[config.mk]
export PLATFORM = sky130hd
export DESIGN_NAME = resonance_line_clip_unit_square
export DESIGN_NICKNAME = d
export VERILOG_FILES = /design/src/sv/rlc_pkg.sv /design/src/sv/rlc_div.sv /design/src/sv/resonance_line_clip_unit_square.sv
export SDC_FILE = /design/constraint.sdc
export NUM_CORES = 2
export LEC_CHECK = 0
export ABC_AREA = 1
export BUFFER_PORTS_ARGS = -buffer_cell sky130_fd_sc_hd__buf_4
export CORE_MARGIN = 2
export CORE_UTILIZATION = 28
export DETAILED_ROUTE_END_ITERATION = 7
export GPL_TIMING_DRIVEN = 0
export PLACE_DENSITY = 0.39
export SKIP_CTS_REPAIR_TIMING = 1
export SYNTH_ARGS = -nofsm -noshare
export SYNTH_HDL_FRONTEND = slang
export SYNTH_HIERARCHICAL = 1
export SYNTH_SLANG_ARGS = --single-unit
[constraint.sdc]
create_clock -name clk -period 91.2 [get_ports clk]
set_input_delay 18.24 -clock clk [delete_from_list [all_inputs] [get_ports clk]]
set_output_delay 18.24 -clock clk [all_outputs]
set_load 0.1 [all_outputs]
[src/sv/rlc_pkg.sv]
// shared widths and types for the resonance line clipper
package rlc_pkg;

  localparam int COEF_W = 8;
  localparam int RHS_W  = 9;
  localparam int OFF_W  = 24;
  localparam int OUT_W  = 25;
  localparam int DIV_W  = 8;   // normalized numerator and denominator, at most 128

  localparam logic REG_X_OFFSET = 1'b0;
  localparam logic REG_Y_OFFSET = 1'b1;

  typedef struct packed {
    logic             ok;
    logic [DIV_W-1:0] num;
    logic [DIV_W-1:0] den;
  } edge_req_t;

endpackage

[src/sv/rlc_div.sv]
// pipelined restoring divider, one quotient bit per stage, for 0 <= num <= den
module rlc_div import rlc_pkg::*; #(
  parameter int FRAC_BITS = 16
) (
  input  logic               clk,
  input  logic               en,
  input  logic               ok_in,
  input  logic [DIV_W-1:0]   num,
  input  logic [DIV_W-1:0]   den,
  output logic               ok_out,
  output logic [FRAC_BITS:0] quo
);

  localparam int NS = FRAC_BITS + 1;

  logic [DIV_W-1:0]   rem_r [NS];
  logic [DIV_W-1:0]   den_r [NS];
  logic [FRAC_BITS:0] quo_r [NS];
  logic               ok_r  [NS];

  for (genvar s = 0; s < NS; s++) begin : g_stage
    logic [DIV_W:0]     r_in;
    logic [DIV_W-1:0]   d_in;
    logic [FRAC_BITS:0] q_in;
    logic               o_in;
    logic               bit_q;

    if (s == 0) begin : g_first
      assign r_in = {1'b0, num};
      assign d_in = den;
      assign q_in = '0;
      assign o_in = ok_in;
    end else begin : g_next
      assign r_in = {rem_r[s-1], 1'b0};
      assign d_in = den_r[s-1];
      assign q_in = quo_r[s-1];
      assign o_in = ok_r[s-1];
    end

    assign bit_q = (r_in >= {1'b0, d_in});

    always_ff @(posedge clk) begin
      if (en) begin
        rem_r[s] <= bit_q ? DIV_W'(r_in - {1'b0, d_in}) : DIV_W'(r_in);
        den_r[s] <= d_in;
        quo_r[s] <= {q_in[FRAC_BITS-1:0], bit_q};
        ok_r[s]  <= o_in;
      end
    end
  end

  assign quo    = quo_r[NS-1];
  assign ok_out = ok_r[NS-1];

endmodule

[src/sv/resonance_line_clip_unit_square.sv]
// top level: clips a resonance line to the unit square and adds offsets
// usage:
//   input channel in_valid/in_stall carries coef_x, coef_y, order_rhs (signed)
//   result channel out_valid/out_stall carries both endpoints and visible
//   one result per request, in order
//   pipeline: input register, FRAC_BITS+1 divider
//   stages (one quotient bit each), a compare stage and the output register
//   throughput is one request per cycle unless stalled, set by the bit-per-stage dividers
//   four dividers run side by side, one per edge of the square
//   the whole pipeline advances together; when the output holds a result
//   and out_stall is high everything freezes and in_stall goes high,
//   so nothing is lost or repeated
//   reset clears all valid bits and both offset registers; in_stall is
//   held high while reset is asserted
//   cfg_we writes x_offset (index 0) or y_offset (index 1);
//   write only while the pipeline is empty
//   invisible lines give both points at (0,0) plus the offsets
module resonance_line_clip_unit_square import rlc_pkg::*; #(
  parameter int FRAC_BITS = 16
) (
  input  logic                     clk,
  input  logic                     rst_n,
  input  logic                     cfg_we,
  input  logic                     cfg_index,
  input  logic [OFF_W-1:0]         cfg_wdata,
  input  logic                     in_valid,
  output logic                     in_stall,
  input  logic signed [COEF_W-1:0] in_coef_x,
  input  logic signed [COEF_W-1:0] in_coef_y,
  input  logic signed [RHS_W-1:0]  in_order_rhs,
  output logic                     out_valid,
  input  logic                     out_stall,
  output logic [OUT_W-1:0]         out_first_x,
  output logic [OUT_W-1:0]         out_first_y,
  output logic [OUT_W-1:0]         out_second_x,
  output logic [OUT_W-1:0]         out_second_y,
  output logic                     out_visible
);

  localparam int CW  = FRAC_BITS + 1;
  localparam int NDV = FRAC_BITS + 1;
  localparam logic [CW-1:0] ONE = CW'(1) << FRAC_BITS;

  // pipeline enable: freeze when a finished result is held and out_stall is high
  logic en;
  assign en       = !(out_valid && out_stall);
  assign in_stall = !en || !rst_n;

  // offset registers
  logic [OFF_W-1:0] x_off_r, y_off_r;
  always_ff @(posedge clk) begin
    if (!rst_n) begin
      x_off_r <= '0;
      y_off_r <= '0;
    end else if (cfg_we) begin
      unique case (cfg_index)
        REG_X_OFFSET: x_off_r <= cfg_wdata;
        REG_Y_OFFSET: y_off_r <= cfg_wdata;
        default: ;
      endcase
    end
  end

  // sign-normalize num/den and test 0 <= num/den <= 1
  function automatic edge_req_t edge_prep(logic signed [9:0] num_i,
                                          logic signed [7:0] den_i);
    logic signed [10:0] n;
    logic signed [8:0]  d;
    edge_req_t          r;
    n = den_i[7] ? -11'(num_i) : 11'(num_i);
    d = den_i[7] ? -9'(den_i)  : 9'(den_i);
    r.ok  = (d != 9'sd0) && (n >= 11'sd0) && (n <= 11'(d));
    r.num = DIV_W'(n);
    r.den = DIV_W'(d);
    return r;
  endfunction

  logic signed [9:0] rhs_w, rhs_mx, rhs_my;
  assign rhs_w  = 10'(in_order_rhs);
  assign rhs_my = rhs_w - 10'(in_coef_y);
  assign rhs_mx = rhs_w - 10'(in_coef_x);

  // edges: x=0, y=0, x=1, y=1
  edge_req_t req_r [4];
  logic      in_vld_r;
  always_ff @(posedge clk) begin
    if (!rst_n) begin
      in_vld_r <= 1'b0;
    end else if (en) begin
      in_vld_r <= in_valid;
    end
  end
  always_ff @(posedge clk) begin
    if (en) begin
      req_r[0] <= edge_prep(rhs_w,  in_coef_y);
      req_r[1] <= edge_prep(rhs_w,  in_coef_x);
      req_r[2] <= edge_prep(rhs_mx, in_coef_y);
      req_r[3] <= edge_prep(rhs_my, in_coef_x);
    end
  end

  // dividers
  logic [CW-1:0] quo [4];
  logic          qok [4];
  for (genvar e = 0; e < 4; e++) begin : g_div
    rlc_div #(.FRAC_BITS(FRAC_BITS)) u_div (
      .clk    (clk),
      .en     (en),
      .ok_in  (req_r[e].ok),
      .num    (req_r[e].num),
      .den    (req_r[e].den),
      .ok_out (qok[e]),
      .quo    (quo[e])
    );
  end

  logic dv_vld_r [NDV];
  for (genvar s = 0; s < NDV; s++) begin : g_vld
    always_ff @(posedge clk) begin
      if (!rst_n) begin
        dv_vld_r[s] <= 1'b0;
      end else if (en) begin
        dv_vld_r[s] <= (s == 0) ? in_vld_r : dv_vld_r[(s == 0) ? 0 : s-1];
      end
    end
  end

  // candidate points, one per edge of the square
  logic [CW-1:0] px [4];
  logic [CW-1:0] py [4];
  assign px[0] = '0;     assign py[0] = quo[0];
  assign px[1] = quo[1]; assign py[1] = '0;
  assign px[2] = ONE;    assign py[2] = quo[2];
  assign px[3] = quo[3]; assign py[3] = ONE;

  // compare stage: pairwise lex order and equality
  logic [CW-1:0] px_r [4];
  logic [CW-1:0] py_r [4];
  logic [3:0]    pv_r;
  logic [3:0]    lt_r [4];
  logic [3:0]    eq_r [4];
  logic          cmp_vld_r;

  always_ff @(posedge clk) begin
    if (!rst_n) begin
      cmp_vld_r <= 1'b0;
    end else if (en) begin
      cmp_vld_r <= dv_vld_r[NDV-1];
    end
  end

  always_ff @(posedge clk) begin
    if (en) begin
      for (int i = 0; i < 4; i++) begin
        px_r[i] <= px[i];
        py_r[i] <= py[i];
        pv_r[i] <= qok[i];
        for (int j = 0; j < 4; j++) begin
          lt_r[i][j] <= (px[i] < px[j]) || (px[i] == px[j] && py[i] < py[j]);
          eq_r[i][j] <= (px[i] == px[j]) && (py[i] == py[j]);
        end
      end
    end
  end

  // select logic (combinational): count distinct points, pick min and max
  logic [2:0]    uniq;
  logic [1:0]    min_i, max_i;
  logic          vis;
  logic [CW-1:0] p1x, p1y, p2x, p2y;

  always_comb begin
    logic dup;
    logic is_min, is_max;
    uniq  = '0;
    min_i = '0;
    max_i = '0;
    for (int i = 3; i >= 0; i--) begin
      dup    = 1'b0;
      is_min = pv_r[i];
      is_max = pv_r[i];
      for (int j = 0; j < 4; j++) begin
        if (j < i && pv_r[j] && eq_r[i][j]) dup = 1'b1;
        if (pv_r[j] && lt_r[j][i]) is_min = 1'b0;
        if (pv_r[j] && lt_r[i][j]) is_max = 1'b0;
      end
      if (pv_r[i] && !dup) uniq = uniq + 3'd1;
      if (is_min) min_i = 2'(i);
      if (is_max) max_i = 2'(i);
    end
    vis = (uniq == 3'd2);
    p1x = vis ? px_r[min_i] : '0;
    p1y = vis ? py_r[min_i] : '0;
    p2x = vis ? px_r[max_i] : '0;
    p2y = vis ? py_r[max_i] : '0;
  end

  // output register with offsets, sums fit the output width
  logic             out_vld_r;
  logic [OUT_W-1:0] fx_r, fy_r, sx_r, sy_r;
  logic             vis_r;

  always_ff @(posedge clk) begin
    if (!rst_n) begin
      out_vld_r <= 1'b0;
    end else if (en) begin
      out_vld_r <= cmp_vld_r;
    end
  end

  always_ff @(posedge clk) begin
    if (en) begin
      fx_r  <= OUT_W'(x_off_r) + OUT_W'(p1x);
      fy_r  <= OUT_W'(y_off_r) + OUT_W'(p1y);
      sx_r  <= OUT_W'(x_off_r) + OUT_W'(p2x);
      sy_r  <= OUT_W'(y_off_r) + OUT_W'(p2y);
      vis_r <= vis;
    end
  end

  assign out_valid    = out_vld_r;
  assign out_first_x  = fx_r;
  assign out_first_y  = fy_r;
  assign out_second_x = sx_r;
  assign out_second_y = sy_r;
  assign out_visible  = vis_r;

endmodule

* Word level (Yosys, flattened, before mapping)
Memory sizes are Yosys's and may differ from the RTL's. A register that Yosys moved wholly into a read port is not among the register bits. Cells that the tools add are included.
Cells by class: $add $sub $neg 82, $lt $le $gt $ge 98, equal/unequal tests 10, multiplexer cells 148, bitwise operators 18, reduce and logical (&&, ||, !) cells 89
Operator list (count):
- greater-or-equal comparator 9 x 8 -> 1 bit | 64
- 2-to-1 mux 8 bit | 68
- subtractor 8 bit | 68
- less-than comparator 17 bit | 6
- adder 24 x 17 -> 25 bit | 4
- == test 17 bit (first input constant) | 4
- == test 17 bit (second input constant) | 4
- logical NOT 17 bit | 4
- less-than comparator 1 x 17 -> 1 bit (first input constant) | 4
- less-than comparator 17 x 1 -> 1 bit (second input constant) | 4
- less-than comparator 17 bit (first input constant) | 4
- less-than comparator 17 bit (second input constant) | 4
- 2-to-1 mux 17 bit | 4
- logical AND 1 bit | 61
- 2-to-1 mux 1 bit | 59
- greater-or-equal comparator 11 x 1 -> 1 bit (second input constant) | 4
- <= comparator 11 x 9 -> 1 bit | 4
- 2-to-1 mux 11 bit | 4
- greater-or-equal comparator 8 bit | 4
- negation 10 -> 11 bit | 2
- subtractor 9 x 8 -> 10 bit | 2
- 2-to-1 mux 9 bit | 2
- negation 8 -> 9 bit | 2
- nonzero test 9 bit | 2
- other kinds (11) | 57
Storage, ports and cells: flip-flop bits (word level) 151, bits in writable memories 2565, input port bits 55, output and inout port bits 103, logic and storage cells 476, memories 22
Memories:
- g_div[0].u_div.quo_r | words 17, width 17, read ports 17, clocked after Yosys merged registers in 0, write ports 17, RTL line rlc_div.sv:18 | logic [FRAC_BITS:0] quo_r [NS];
- g_div[1].u_div.quo_r | words 17, width 17, read ports 17, clocked after Yosys merged registers in 0, write ports 17, RTL line rlc_div.sv:18
- g_div[2].u_div.quo_r | words 17, width 17, read ports 17, clocked after Yosys merged registers in 0, write ports 17, RTL line rlc_div.sv:18
- g_div[3].u_div.quo_r | words 17, width 17, read ports 17, clocked after Yosys merged registers in 0, write ports 17, RTL line rlc_div.sv:18
- g_div[0].u_div.den_r | words 17, width 8, read ports 16, clocked after Yosys merged registers in 0, write ports 17, RTL line rlc_div.sv:17 | logic [DIV_W-1:0] den_r [NS];
- g_div[0].u_div.rem_r | words 17, width 8, read ports 16, clocked after Yosys merged registers in 0, write ports 17, RTL line rlc_div.sv:16 | logic [DIV_W-1:0] rem_r [NS];
- 16 more memories

* Longest topological paths before layout
An unclocked memory read counts as a cell.
depth in word-level cells 17, depth in mapped cells 27

* Hierarchy
Netlist, hierarchy kept.
Modules (own cells, without submodules):
- rlc_div at g_div[1].u_div ... | instances 3, cells each 2129, area each 21790.9 um^2, sequential area each 12792.3 um^2
- rlc_div at g_div[0].u_div | instances 1, cells each 2124, area each 21770.9 um^2, sequential area each 12792.3 um^2
- resonance_line_clip_unit_square | instances 1, cells each 2330, area each 19429.9 um^2, sequential area each 8708.4 um^2

* Least setup slack after synthesis
OpenSTA, ideal clock, no wires.
kind input port to output port, start input out_stall, end output in_stall, arrival 68.623 ns, data required time 72.960 ns, slack 4.337 ns, cell stages on the path 3, buffers on the path 1, cells stage by stage nand2_1 nand2_1 clkbuf_1
Between the ends: word-level cells in the longest chain between the ends 2
Ends and longest elaborated chain:
- start: declaration | RTL line resonance_line_clip_unit_square.sv:32 | input logic out_stall,
- logical AND 1 bit | RTL line resonance_line_clip_unit_square.sv:46 | assign en = !(out_valid && out_stall);
- logical OR 1 bit | RTL line resonance_line_clip_unit_square.sv:47 | assign in_stall = !en || !rst_n;
- end: declaration | RTL line resonance_line_clip_unit_square.sv:27 | output logic in_stall,
No other way between the ends.

* Final worst setup path
Same ends and word-level chain as after synthesis.

==> metrics.md <==
| Metric | Value |
|---|---|
| Outcome | `finished, final reports clean` |
| DP HPWL | `180000 um` |
| HP Start | `g_div[0].u_div/quo_r[0][233]` |
| Global placer's final weighted congestion | `0.856` |
| Layer with the highest usage | `met2` |
| # nets final | `12100` |
| Worst setup path class | `in -> out` |
| Worst Hold Class | `reg -> reg` |
| Max Slew Vio Count | `0` |
| Commonest non-fill, non-tap cells in the layout | `nand2_1 (3116), edfxtp_1 (1958), inv_1 (1712), nand3_1 (949), ha_1 (693)` |
| CTS tree | `built` |
| First-pass GRT wire length | `386000 um` |
| Met2 Use GR | `21.7%` |
| Worst r2r src | `pv_r[1]` |
| H-tree depth | `4` |
| DR pass1 iterations | `6` |
| Port bufs | `156` |
| Placed insts | `16100` |
| Maximum fanout along the worst path | `43` |
| Slew @ Worst Pin | `0.968 ns` |
| Critical path data required time | `between 70 and 80 ns` |
| Share of cells above drive strength 1 | `7.57%` |
| Post-layout util | `32.4%` |
| GRT Overall Usage | `12.2%` |
| Initial core utilization | `about 28%` |
| Final Skew | `0.0385 ns` |
| Number of global-route vias before repair | `73500` |
| Unrepaired setup endpoints after global routing | `no` |
| # setup viols final | `0` |
| Dominant synthesized flop cell | `edfxtp_1` |
| Setup TNS | `0 ns` |
| Slew HR | `35.0%` |
| Sink Count | `around 2000` |
| Die height | `621 um` |
| Initial antenna violation count | `6` |
| Number of synthesized flops with an enable pin | `roughly 2000` |
| Max cap viols | `0` |
| Final wirelength | `236000 um` |
| Avg WL per Cell | `14.3 um` |
| Grt met3 use | `1.87%` |
| Die width | `about 620 um` |
| Core area | `0.379 mm^2` |
| Reg2Reg Depth | `23` |
| Via/cell ratio | `approximately 4.3` |
| CTS buffer count | `between 200 and 250` |
| YS warnings | `6` |
| Clock Latency Late Sink | `0.91 ns` |
| Pwr Density | `~33 mW/mm^2` |
| Hold path depth | `0` |
| Most common cell after layout, fill and taps aside | `nand2_1` |
| LEAKAGE | `roughly 57 nW` |
| Syn Area/Cell | `just under 10 um^2` |
| 1st-iter DRT viols | `about 3500` |
| Final worst-path cycle share | `41.8%` |
| Post-route non-filler standard cell count | `16500` |
| Largest net degree at the start of global routing | `71` |
| Power, Total | `4.03 mW` |
| Synth cell types | `between 50 and 60` |
| Root Buffer | `clkbuf_16` |
| DR vias | `71400` |
| Drt drc | `0` |
| Post-route ant nets | `0` |
| Area delta synth->final | `15.1%` |
| Die area | `0.386 mm^2` |
| Hold path endpoint | `g_div[0].u_div/quo_r[0][251]` |
| Hold Vio Cnt, Final | `0` |
| Post-synthesis sequential area ratio | `56.2%` |
| Grt total ovfl | `0` |
| Crit path DAT | `19.92 ns` |
| GR Util met1 | `15.1%` |
| Seq cells post-synth | `2012` |
| CP endpoint kind | `output pin` |
| Clk slew on worst S/H paths | `0.06 ns` |
| Worst vdd ir | `18.5 uV` |
| Startpoint Class | `input pin` |
| Fmax | `26.2 MHz` |
| Asr flop ratio synth | `0%` |
| Reg2reg end | `out_first_y[18]` |
| Post-Synthesis Cells | `10800` |
| CTS Buffer Depth | `4` |
| Min cycle time layout | `~38 ns` |
| R2R Setup Slk | `between 80 and 90 ns` |
| Row cnt | `about 230` |
| Mapped Area | `0.107 mm^2` |
| # IOs | `between 150 and 200` |
Yosys cell counts, types with 4 or more instances:
library cell  number  area (um^2)
a21boi_0           6         45.0
and2_1             6         37.5
nand2_4           76          856
fa_1              70         1400
o31ai_1            4         30.0
or2_2              5         31.3
buf_2             11         55.1
or2_1              4         25.0
inv_2              5         18.8
xor2_1           210         1840
nor2_4            16          180
dfxtp_1           54         1080
a21o_1             7         52.6
nand3b_1          11         82.6
nor2_1           587         2200
a21oi_2           43          377
a21oi_1          467         2340
o211ai_1           9         67.6
edfxtp_1        1958        58800
o21ai_0          163          816
a21oi_4            4         65.1
nand2_8            4         80.1
nand2_1         3117        11700
nand2_2           50          313
nand3_1          949         4750
clkbuf_1          26         97.6
nand4_1          168         1050
nor4_1            11         68.8
a31oi_1            6         37.5
buf_6             65          732
ha_1             693         8670
xnor2_1           91          797
inv_1           1712         6430
o21bai_1           4         30.0
nor3_2            19          190
buf_4              7         52.6
o22ai_1            7         43.8
o21a_1             9         67.6
and2_4             4         35.0
nor2_2            25          156
o21ai_1           57          285
nor3_1            77          385
power breakdown:
part | switching [mW] | total [mW] | internal [mW]
Sequential | 0.151 | 1.58 | 1.42
Clock | 0.390 | 0.940 | 0.550
Combinational | 0.969 | 1.52 | 0.549
worst max-delay path, stage by stage:
cell,delay (ns)
buf_4,0.10
nand2_4,0.36
nand2_1,0.45
clkbuf_1,0.39
buf_4,0.37
logic make-up after synthesis:
logic type	share of synthesized area [%]
DFF	56.2
and+or+nand+nor	20.9
AOI/OAI and AO/OA	4.07
adders and majority gates	9.45
xor gates and xnor gates	2.47
other	0.00352
buffers and inverters	6.96
per-stage QoR:
step	area, um^2	setup WS (ns)	hold slack, ns
floorplan	107000	4.34	0.400
global placement	114000	-21.16	0.402
detailed placement	115000	52.98	0.405
CTS	123000	52.99	0.374
global route	123000	52.86	0.388
finish	123000	53.04	0.385
sequential cells by signal, summed over array words and instances, names as in the netlist, 34 cells and up:
name               count
g_div.u_div/den_r    512
g_div.u_div/ok_r      68
g_div.u_div/quo_r    612
g_div.u_div/rem_r    512
px_r                  34
py_r                  34
req_r                 51
metal layers:
metal  share of wire, %  wire [um]
met1                 45     106000
met2                 49     115000
met3                3.5       8280
met4                3.0       7030
met5             0.0055         13
how the worst max path moves through the flow:
stage | from | to | slack, ns | cells past startpoint
after global placement | out_stall | in_stall | -21.16 | 5
final | out_stall | in_stall | 53.04 | 5
after global routing | out_stall | in_stall | 52.86 | 5
after CTS | out_stall | in_stall | 52.99 | 5
after floorplan | out_stall | in_stall | 4.34 | 3
after detailed placement | out_stall | in_stall | 52.98 | 5
final cells by class:
type	instances	area, um^2
fillers	38500	256000
clock buffers	294	6270
flip-flops and latches	2012	59900
plain buffers	111	945
inverters	1721	6470
repair buffers	189	2060
diodes	2	5.00
clock inverters	148	1460
multi-input cells	7008	39300
well taps	5016	6280
(Power assumes the default switching activity.)
